[config.mk]
export PLATFORM = sky130hd
export DESIGN_NAME = keyed_slot_table_insert_update_flat
export DESIGN_NICKNAME = d
export VERILOG_FILES = /design/src/rtl/kst_pkg.sv /design/src/rtl/kst_if.sv /design/src/rtl/kst_store.sv /design/src/rtl/kst_ctrl.sv /design/src/rtl/keyed_slot_table_insert_update.sv /design/src/flat_wrapper.sv
export SDC_FILE = /design/constraint.sdc
export NUM_CORES = 2
export LEC_CHECK = 0
export BUFFER_PORTS_ARGS = -buffer_cell sky130_fd_sc_hd__buf_2
export CAP_MARGIN = 20
export CORE_MARGIN = 2
export CORE_UTILIZATION = 45
export CTS_CLUSTER_SIZE = 10
export DETAILED_ROUTE_END_ITERATION = 8
export GPL_TIMING_DRIVEN = 0
export SETUP_SLACK_MARGIN = 0.4
export SYNTH_ARGS = -nofsm -noshare
export SYNTH_HDL_FRONTEND = slang
export SYNTH_SLANG_ARGS = --single-unit
[constraint.sdc]
create_clock -name clock -period 6.9 [get_ports clock]
set_clock_uncertainty 0.2 [all_clocks]
set_input_delay 1.035 -clock clock [delete_from_list [all_inputs] [get_ports clock]]
set_output_delay 1.035 -clock clock [all_outputs]
set_load 0.01 [all_outputs]
[src/rtl/kst_pkg.sv]
// Shared types and codes for the keyed slot table.
`timescale 1ns / 1ps

package kst_pkg;

   localparam int SLOT_COUNT_DEF = 64;

   localparam logic OP_RECORD = 1'b0;
   localparam logic OP_READ   = 1'b1;

   localparam logic [2:0] ST_NEW      = 3'd0;
   localparam logic [2:0] ST_UPDATED  = 3'd1;
   localparam logic [2:0] ST_KEPT     = 3'd2;
   localparam logic [2:0] ST_REJECTED = 3'd3;
   localparam logic [2:0] ST_FULL     = 3'd4;
   localparam logic [2:0] ST_RANGE    = 3'd5;
   localparam logic [2:0] ST_EMPTY    = 3'd6;

   localparam logic [3:0] VALUE_KEEP = 4'd1;

   typedef struct packed {
      logic [15:0] key;
      logic [7:0]  subkey;
      logic [3:0]  value;
   } slot_type;

   typedef enum logic [1:0] {
      S_IDLE,
      S_SCAN,
      S_READ,
      S_DONE
   } state_type;

endpackage

[src/rtl/kst_if.sv]
// Request and response channel interfaces of the keyed slot table.
`timescale 1ns / 1ps

interface kst_req_if;
   logic        valid;
   logic        ready;
   logic        opcode;
   logic [15:0] key;
   logic [7:0]  subkey;
   logic [7:0]  subkey_limit;
   logic [3:0]  entry_value;
   logic [7:0]  slot_index;

   modport source (output valid, opcode, key, subkey, subkey_limit, entry_value, slot_index,
                   input ready);
   modport sink   (input valid, opcode, key, subkey, subkey_limit, entry_value, slot_index,
                   output ready);
endinterface

interface kst_rsp_if;
   logic        valid;
   logic        ready;
   logic [2:0]  status;
   logic [15:0] read_key;
   logic [7:0]  read_subkey;
   logic [3:0]  read_value;
   logic        read_occupied;

   modport source (output valid, status, read_key, read_subkey, read_value, read_occupied,
                   input ready);
   modport sink   (input valid, status, read_key, read_subkey, read_value, read_occupied,
                   output ready);
endinterface

[src/rtl/kst_store.sv]
// Slot memory: one write port, one read port with registered read data.
`timescale 1ns / 1ps

module kst_store #(
   parameter int SLOT_COUNT = kst_pkg::SLOT_COUNT_DEF,
   parameter int AW         = $clog2(SLOT_COUNT)
) (
   input  logic              clock,
   input  logic              rd_en,
   input  logic [AW-1:0]     rd_addr,
   output kst_pkg::slot_type rd_data,
   input  logic              wr_en,
   input  logic [AW-1:0]     wr_addr,
   input  kst_pkg::slot_type wr_data
);

   kst_pkg::slot_type slot_mem_ff [SLOT_COUNT];
   kst_pkg::slot_type rd_data_ff;

   always_ff @(posedge clock) begin
      if (wr_en) begin
         slot_mem_ff[wr_addr] <= wr_data;
      end
   end

   always_ff @(posedge clock) begin
      if (rd_en) begin
         rd_data_ff <= slot_mem_ff[rd_addr];
      end
   end

   assign rd_data = rd_data_ff;

endmodule

[src/rtl/kst_ctrl.sv]
// Sequencer: slot scan for record, indexed read, fill count and response register.
`timescale 1ns / 1ps

module kst_ctrl #(
   parameter int SLOT_COUNT = kst_pkg::SLOT_COUNT_DEF,
   parameter int AW         = $clog2(SLOT_COUNT),
   parameter int CW         = $clog2(SLOT_COUNT + 1)
) (
   input  logic              clock,
   input  logic              reset,
   kst_req_if.sink           req,
   kst_rsp_if.source         rsp,
   output logic              rd_en,
   output logic [AW-1:0]     rd_addr,
   input  kst_pkg::slot_type rd_data,
   output logic              wr_en,
   output logic [AW-1:0]     wr_addr,
   output kst_pkg::slot_type wr_data
);

   localparam logic [8:0]    IDX_LIMIT  = 9'(SLOT_COUNT);
   localparam logic [CW-1:0] COUNT_FULL = CW'(SLOT_COUNT);

   kst_pkg::state_type state_ff, state_in;

   logic [15:0]       key_ff, key_in;
   logic [7:0]        subkey_ff, subkey_in;
   logic [3:0]        value_ff, value_in;
   logic [CW-1:0]     count_ff, count_in;   // slots 0..count-1 are occupied
   logic [CW-1:0]     scan_ff, scan_in;
   logic              cmp_v_ff, cmp_v_in;
   logic [AW-1:0]     cmp_idx_ff, cmp_idx_in;
   logic [2:0]        res_status_ff, res_status_in;
   kst_pkg::slot_type res_slot_ff, res_slot_in;
   logic              res_occ_ff, res_occ_in;
   logic              rsp_valid_ff, rsp_valid_in;
   logic [2:0]        rsp_status_ff, rsp_status_in;
   kst_pkg::slot_type rsp_slot_ff, rsp_slot_in;
   logic              rsp_occ_ff, rsp_occ_in;

   logic              out_free;
   logic              match;
   logic [8:0]        idx_ext;

   assign out_free = !rsp_valid_ff || rsp.ready;
   assign match    = cmp_v_ff && (rd_data.key == key_ff) && (rd_data.subkey == subkey_ff);
   assign idx_ext  = {1'b0, req.slot_index};

   always_comb begin
      state_in      = state_ff;
      key_in        = key_ff;
      subkey_in     = subkey_ff;
      value_in      = value_ff;
      count_in      = count_ff;
      scan_in       = scan_ff;
      cmp_v_in      = 1'b0;
      cmp_idx_in    = cmp_idx_ff;
      res_status_in = res_status_ff;
      res_slot_in   = res_slot_ff;
      res_occ_in    = res_occ_ff;
      rsp_valid_in  = rsp_valid_ff && !rsp.ready;
      rsp_status_in = rsp_status_ff;
      rsp_slot_in   = rsp_slot_ff;
      rsp_occ_in    = rsp_occ_ff;
      rd_en         = 1'b0;
      rd_addr       = '0;
      wr_en         = 1'b0;
      wr_addr       = '0;
      wr_data       = '{key: key_ff, subkey: subkey_ff, value: value_ff};
      req.ready     = 1'b0;

      unique case (state_ff)
         kst_pkg::S_IDLE: begin
            req.ready   = 1'b1;
            res_slot_in = '0;
            res_occ_in  = 1'b0;
            if (req.valid) begin
               key_in    = req.key;
               subkey_in = req.subkey;
               value_in  = req.entry_value;
               if (req.opcode == kst_pkg::OP_RECORD) begin
                  if (req.key == 16'd0 || req.subkey > req.subkey_limit) begin
                     res_status_in = kst_pkg::ST_REJECTED;
                     state_in      = kst_pkg::S_DONE;
                  end else begin
                     scan_in  = '0;
                     state_in = kst_pkg::S_SCAN;
                  end
               end else if (idx_ext >= IDX_LIMIT) begin
                  res_status_in = kst_pkg::ST_RANGE;
                  state_in      = kst_pkg::S_DONE;
               end else if (idx_ext >= 9'(count_ff)) begin
                  res_status_in = kst_pkg::ST_EMPTY;
                  state_in      = kst_pkg::S_DONE;
               end else begin
                  rd_en    = 1'b1;
                  rd_addr  = req.slot_index[AW-1:0];
                  state_in = kst_pkg::S_READ;
               end
            end
         end

         kst_pkg::S_READ: begin
            res_status_in = kst_pkg::ST_NEW;
            res_slot_in   = rd_data;
            res_occ_in    = 1'b1;
            state_in      = kst_pkg::S_DONE;
         end

         kst_pkg::S_SCAN: begin
            // data of the slot read last cycle is checked before moving on
            if (match) begin
               if (value_ff == kst_pkg::VALUE_KEEP) begin
                  res_status_in = kst_pkg::ST_KEPT;
               end else begin
                  wr_en         = 1'b1;
                  wr_addr       = cmp_idx_ff;
                  res_status_in = kst_pkg::ST_UPDATED;
               end
               state_in = kst_pkg::S_DONE;
            end else if (scan_ff == count_ff) begin
               if (count_ff == COUNT_FULL) begin
                  res_status_in = kst_pkg::ST_FULL;
               end else begin
                  wr_en         = 1'b1;
                  wr_addr       = scan_ff[AW-1:0];
                  count_in      = count_ff + 1'b1;
                  res_status_in = kst_pkg::ST_NEW;
               end
               state_in = kst_pkg::S_DONE;
            end else begin
               rd_en      = 1'b1;
               rd_addr    = scan_ff[AW-1:0];
               cmp_v_in   = 1'b1;
               cmp_idx_in = scan_ff[AW-1:0];
               scan_in    = scan_ff + 1'b1;
            end
         end

         kst_pkg::S_DONE: begin
            if (out_free) begin
               rsp_valid_in  = 1'b1;
               rsp_status_in = res_status_ff;
               rsp_slot_in   = res_slot_ff;
               rsp_occ_in    = res_occ_ff;
               state_in      = kst_pkg::S_IDLE;
            end
         end

         default: begin
            state_in = kst_pkg::S_IDLE;
         end
      endcase
   end

   always_ff @(posedge clock) begin
      if (reset) begin
         state_ff     <= kst_pkg::S_IDLE;
         count_ff     <= '0;
         cmp_v_ff     <= 1'b0;
         rsp_valid_ff <= 1'b0;
      end else begin
         state_ff     <= state_in;
         count_ff     <= count_in;
         cmp_v_ff     <= cmp_v_in;
         rsp_valid_ff <= rsp_valid_in;
      end
   end

   always_ff @(posedge clock) begin
      key_ff        <= key_in;
      subkey_ff     <= subkey_in;
      value_ff      <= value_in;
      scan_ff       <= scan_in;
      cmp_idx_ff    <= cmp_idx_in;
      res_status_ff <= res_status_in;
      res_slot_ff   <= res_slot_in;
      res_occ_ff    <= res_occ_in;
      rsp_status_ff <= rsp_status_in;
      rsp_slot_ff   <= rsp_slot_in;
      rsp_occ_ff    <= rsp_occ_in;
   end

   assign rsp.valid         = rsp_valid_ff;
   assign rsp.status        = rsp_status_ff;
   assign rsp.read_key      = rsp_slot_ff.key;
   assign rsp.read_subkey   = rsp_slot_ff.subkey;
   assign rsp.read_value    = rsp_slot_ff.value;
   assign rsp.read_occupied = rsp_occ_ff;

endmodule

[src/rtl/keyed_slot_table_insert_update.sv]
// Keyed slot table top level: sequencer plus slot memory.
//
// Requests arrive on req_chan (valid/ready); each request produces exactly one
// response on rsp_chan. A transfer happens when valid and ready are both high.
// Record (opcode 0) scans the slot memory from slot 0, one read per cycle,
// and writes the first free slot or the first slot holding the same key and
// subkey; a match with VALUE_KEEP leaves the slot as it is, and a full table
// writes nothing. Occupied slots always form a prefix, so the scan covers
// only the filled slots, at a rate set by the single read port of the slot
// memory; a match ends it early. Rejected records answer without a scan, and
// reads (opcode 1) of an out-of-range or empty slot without a memory read.
// One request is in flight at a time; req ready is high while idle.
// The response sits in an output register; a finished result waits there
// while the receiver stalls, and the next request is still accepted. A
// further result waits internally until the output register frees up.
// Reset (synchronous, active high) clears the fill count, so every slot reads
// as empty at once; no clearing pass is needed.
`timescale 1ns / 1ps

module keyed_slot_table_insert_update #(
   parameter int SLOT_COUNT = kst_pkg::SLOT_COUNT_DEF
) (
   input logic       clock,
   input logic       reset,
   kst_req_if.sink   req_chan,
   kst_rsp_if.source rsp_chan
);

   localparam int AW = $clog2(SLOT_COUNT);
   localparam int CW = $clog2(SLOT_COUNT + 1);

   logic              rd_en;
   logic [AW-1:0]     rd_addr;
   kst_pkg::slot_type rd_data;
   logic              wr_en;
   logic [AW-1:0]     wr_addr;
   kst_pkg::slot_type wr_data;

   kst_ctrl #(
      .SLOT_COUNT (SLOT_COUNT),
      .AW         (AW),
      .CW         (CW)
   ) u_ctrl (
      .clock   (clock),
      .reset   (reset),
      .req     (req_chan),
      .rsp     (rsp_chan),
      .rd_en   (rd_en),
      .rd_addr (rd_addr),
      .rd_data (rd_data),
      .wr_en   (wr_en),
      .wr_addr (wr_addr),
      .wr_data (wr_data)
   );

   kst_store #(
      .SLOT_COUNT (SLOT_COUNT),
      .AW         (AW)
   ) u_store (
      .clock   (clock),
      .rd_en   (rd_en),
      .rd_addr (rd_addr),
      .rd_data (rd_data),
      .wr_en   (wr_en),
      .wr_addr (wr_addr),
      .wr_data (wr_data)
   );

endmodule

[src/flat_wrapper.sv]
// flat-port wrapper written by rule: the top's interface ports become plain ports
module keyed_slot_table_insert_update_flat 
#(
   parameter int SLOT_COUNT = kst_pkg::SLOT_COUNT_DEF
)
  (clock, reset, req_chan_valid, req_chan_opcode, req_chan_key, req_chan_subkey, req_chan_subkey_limit, req_chan_entry_value, req_chan_slot_index, req_chan_ready, rsp_chan_valid, rsp_chan_status, rsp_chan_read_key, rsp_chan_read_subkey, rsp_chan_read_value, rsp_chan_read_occupied, rsp_chan_ready);
  kst_req_if req_chan_i ();
  kst_rsp_if rsp_chan_i ();
  input logic clock;
  input logic reset;
  input wire logic [$bits(req_chan_i.valid)-1:0] req_chan_valid;
  input wire logic [$bits(req_chan_i.opcode)-1:0] req_chan_opcode;
  input wire logic [$bits(req_chan_i.key)-1:0] req_chan_key;
  input wire logic [$bits(req_chan_i.subkey)-1:0] req_chan_subkey;
  input wire logic [$bits(req_chan_i.subkey_limit)-1:0] req_chan_subkey_limit;
  input wire logic [$bits(req_chan_i.entry_value)-1:0] req_chan_entry_value;
  input wire logic [$bits(req_chan_i.slot_index)-1:0] req_chan_slot_index;
  output wire logic [$bits(req_chan_i.ready)-1:0] req_chan_ready;
  output wire logic [$bits(rsp_chan_i.valid)-1:0] rsp_chan_valid;
  output wire logic [$bits(rsp_chan_i.status)-1:0] rsp_chan_status;
  output wire logic [$bits(rsp_chan_i.read_key)-1:0] rsp_chan_read_key;
  output wire logic [$bits(rsp_chan_i.read_subkey)-1:0] rsp_chan_read_subkey;
  output wire logic [$bits(rsp_chan_i.read_value)-1:0] rsp_chan_read_value;
  output wire logic [$bits(rsp_chan_i.read_occupied)-1:0] rsp_chan_read_occupied;
  input wire logic [$bits(rsp_chan_i.ready)-1:0] rsp_chan_ready;
  assign req_chan_i.valid = req_chan_valid;
  assign req_chan_i.opcode = req_chan_opcode;
  assign req_chan_i.key = req_chan_key;
  assign req_chan_i.subkey = req_chan_subkey;
  assign req_chan_i.subkey_limit = req_chan_subkey_limit;
  assign req_chan_i.entry_value = req_chan_entry_value;
  assign req_chan_i.slot_index = req_chan_slot_index;
  assign req_chan_ready = req_chan_i.ready;
  assign rsp_chan_valid = rsp_chan_i.valid;
  assign rsp_chan_status = rsp_chan_i.status;
  assign rsp_chan_read_key = rsp_chan_i.read_key;
  assign rsp_chan_read_subkey = rsp_chan_i.read_subkey;
  assign rsp_chan_read_value = rsp_chan_i.read_value;
  assign rsp_chan_read_occupied = rsp_chan_i.read_occupied;
  assign rsp_chan_i.ready = rsp_chan_ready;
  keyed_slot_table_insert_update #(.SLOT_COUNT(SLOT_COUNT)) u_core (.clock(clock), .reset(reset), .req_chan(req_chan_i), .rsp_chan(rsp_chan_i));
endmodule
==> summary.txt <==
Yosys
  – Synth Register Bits: 1936
  – Cells after Synth: 5459
  – Ys flop type: edfxtp_1
  – Synth unique cells: 71
  – Yosys warning total: 0
  – Async set or reset register ratio after synthesis: 0%
  – Mean Syn Cell Area: 13.91 um2
  – Area leader, netlist: edfxtp_1
  – Post-Synthesis Net Count: 5530
  – Number of synthesized flops with an enable pin: 1925
  – Top-area cell type share of the netlist area: 76.13%
  – Top cells by area, synth: edfxtp_1 (76%), nand2_1 (6.5%), nand3_1 (2.6%), mux2i_1 (2.3%), nor2_1 (2.0%)
  – Sequential fraction of the synthesis area: 76.42%
  – Cell Area, Synth: 0.07593 mm2

Timing
  – Achievable Freq: 154.8 MHz
  – Final Critical Period: 6.461 ns
  – Hold_ws: 0.1640 ns
  – RSZ-0062 raised after global routing: no
  – Max-slew violation count: 0
  – Setup_tns: 0 ns
  – Relative slew margins: 21.59%
  – Final hold violation count: 0
  – Final setup vio count: 0
  – Final period utilization: 93.64%
  – Worst-Margin Slew: 1.176 ns

Detailed routing
  – Detailed-route via count: 48.98k
  – Detailed-route DRC error count: 0
  – WL per Instance: 29.87 um
  – Routed Antenna Nets: 0
  – Final WL: 243100 um
  – First-pass iteration count of the detailed router: 6
  – Via density: 6.018
  – DRT iter0 DRCs: 7054

Clock tree
  – CTS tree: done
  – Clk slew on worst S/H paths: 0.06 ns
  – Total CTS buffers: 214
  – Max clock buf depth: 3
  – H-tree Lvls: 4
  – TritonCTS Sinks: 1936
  – Clock Root Buffer: clkbuf_16
  – Hold_buf cts: 0
  – Clk Latency, worst-skew pair: 0.85 ns

GRT
  – Initial antenna violation count: 25
  – First-pass GRT wire length: 340200 um
  – Largest net degree at the start of global routing: 30
  – Vias in the first global route: 45.79k
  – GRT Resource Usage Total: 27.78%
  – GR Overflow Total: 0

Floorplanning
  – Die Height: 414.8 um
  – Die width: 414.8 um
  – Core outline area: 0.1674 mm2
  – Number of I/O pins: 83
  – Initial Util: 45.36%
  – Rows: 150
  – Die ar.: 0.1720 mm2

Setup path
  – Worst setup SP type: flop
  – Kind of critical path: reg2reg
  – Largest fanout on the critical path: 25
  – Element type at the critical path end: flop
  – Worst Path Required: 7.28 ns
  – Crit path DAT: 6.84 ns

Placement
  – Routability Congestion: 0.9688
  – Post-DP HPWL: 172100 um
  – Port bufs: 82
  – Post-DP Area: 0.08279 mm2

Finish
  – Design area: 0.08861 mm2
  – Final net count: 5958
  – Fraction of layout cells with a size suffix above 1: 10.70%
  – Synth-to-Final Area Change: 16.69%
  – Filler cells: 13.73k

Pwr
  – Max VDD drop: 0.2188 mV
  – Reg power frac: 45.1%
  – Power Density: 357.8 mW/mm2
  – Internal power: 21520 uW
  – Sw frac: 32.15%
  – Power share of the clock group: 31.6%
  – Sw Pwr: 10190 uW
  – Static Leak: 0.02932 uW
  – Combinational power share: 23.3%

Hold path
  – HP Class: in2reg

Flow run
  – MaxCap Viol Count: 0

Status
  – Status: finished, final reports clean
-- through the flow --
stage / instances / utilization [%] / setup WS (ns) / total power [uW]
3_5_place_dp: 7875 / 49.45 / 0.3847 / 21730
5_1_grt: 8132 / 52.92 / 0.4103 / 32560
2_1_floorplan: 5459 / - / 1.795 / 17920
6_report: 8139 / 52.93 / 0.4387 / 31710
4_1_cts: 8132 / 52.92 / 0.4105 / 31600
3_3_place_gp: 7745 / 47.25 / -2.050 / 21080
-- worst max-delay path, cell delays in order (launching register included) --
cell      delay, ns
edfxtp_1       0.98
buf_12         0.26
buf_16         0.19
xnor2_1        0.17
nand4_1        0.11
or4_4          0.60
o21ai_4        0.33
nor3_1         0.11
nor3_2         0.79
clkbuf_1       0.89
a32oi_1        0.21
nand4_1        0.28
nand3_1        0.40
or4_1          0.62
-- flip-flops by register name, indices dropped and copies added, names as in the netlist --
name / count
u_core.u_ctrl.cmp_idx_ff: 6
u_core.u_ctrl.cmp_v_ff: 1
u_core.u_ctrl.count_ff: 7
u_core.u_ctrl.key_ff: 16
u_core.u_ctrl.res_occ_ff: 1
u_core.u_ctrl.res_slot_ff: 28
u_core.u_ctrl.res_status_ff: 3
u_core.u_ctrl.rsp.read_key: 16
u_core.u_ctrl.rsp.read_occupied: 1
u_core.u_ctrl.rsp.read_subkey: 8
u_core.u_ctrl.rsp.read_value: 4
u_core.u_ctrl.rsp.status: 3
u_core.u_ctrl.rsp.valid: 1
u_core.u_ctrl.scan_ff: 7
u_core.u_ctrl.state_ff: 2
u_core.u_ctrl.subkey_ff: 8
u_core.u_ctrl.value_ff: 4
u_core.u_store.rd_data: 28
u_core.u_store.slot_mem_ff: 1792
-- routing by layer --
metal / vias to the layer above / share of wire [%] / global-route usage (%)
li1: 21120 / - / -
met1: 24630 / 39 / 37.55
met2: 2738 / 45 / 42.51
met3: 483 / 10 / 6.535
met4: 8 / 5.3 / 13.27
met5: - / 0.034 / 0
-- repair_timing --
action                     4_1_cts  5_1_grt
gates resized for setup          0        3
setup endpoints to repair        0       11
buffers inserted                 0        0
-- layout by cell type, fill, tap and decap left out, types with 65 or more instances in the layout --
| master | synthesis | routed |
|---|---|---|
| nand2_1 | 1319 | 1319 |
| mux2i_1 | 172 | 172 |
| a31oi_1 | 141 | 141 |
| clkbuf_16 | 0 | 215 |
| edfxtp_1 | 1925 | 1925 |
| nand3_1 | 397 | 397 |
| buf_16 | 0 | 89 |
| a32oi_1 | 84 | 84 |
| buf_2 | 84 | 166 |
| o21ai_0 | 65 | 65 |
| nand4_1 | 153 | 153 |
| nor2_1 | 408 | 344 |
| o211ai_1 | 86 | 86 |
| clkbuf_1 | 209 | 229 |
-- synth_stat cells, drive strengths merged (5+ instances only) --
cell type and count:
edfxtp 1925, nand2 1319, nor2 410, nand3 398, clkbuf 209, mux2i 172, nand4 155, a31oi 141
buf 116, o211ai 86, a32oi 84, o21ai 68, a21oi 39, and2 31, o31ai 31, o22ai 30
or4 29, inv 27, o2111ai 27, xnor2 26, ha 22, xor2 16, nor3 13, dfxtp 11
nor4 11, or3 8, a22oi 7, and3 5, nor2b 5
-- layout make-up --
class / instances / area, um2 / area share (%)
Inverter: 28 / 105.1 / 0.1186
Sequential cell: 1936 / 58030 / 65.48
Multi-Input combinational cell: 3170 / 16920 / 19.10
Timing Repair Buffer: 212 / 3608 / 4.072
Clock buffer: 239 / 5480 / 6.185
Tap cell: 2204 / 2758 / 3.112
Clock inverter: 18 / 321.6 / 0.3629
Antenna cell: 7 / 17.52 / 0.01977
Buffer: 325 / 1370 / 1.546
-- final timing paths --
kind	startpoint	end	cells after the start	slack (ns)
worst max-delay path	u_core.u_ctrl.subkey_ff[5]	u_core.u_store.rd_data[20]	13	0.44
worst min-delay path	req_chan_entry_value[2]	u_core.u_ctrl.value_ff[2]	1	0.16
worst max register to register	u_core.u_ctrl.subkey_ff[5]	u_core.u_store.rd_data[20]	13	0.44
worst min register to register	u_core.u_ctrl.res_slot_ff[18]	u_core.u_ctrl.rsp.read_key[6]	0	0.19
-- power by group through the flow --
stage	registers [uW]	clock network (uW)	logic, uW
2_1_floorplan	14700	0	3260
3_3_place_gp	15400	0	5670
3_5_place_dp	14500	0	7190
4_1_cts	14300	10100	7220
5_1_grt	14300	10500	7710
6_report	14300	10000	7400
-- cells by family after synthesis --
family          after synthesis  share of synthesized area (%)
simple gates               2393                          13.53
flops                      1936                          76.42
compound gates              540                          4.989
buf+inv                     353                          1.938
mux                         173                          2.282
xor+xnor                     42                         0.4844
fa+ha+maj                    22                         0.3625
Note: power is estimated with default switching activity, not from simulation.
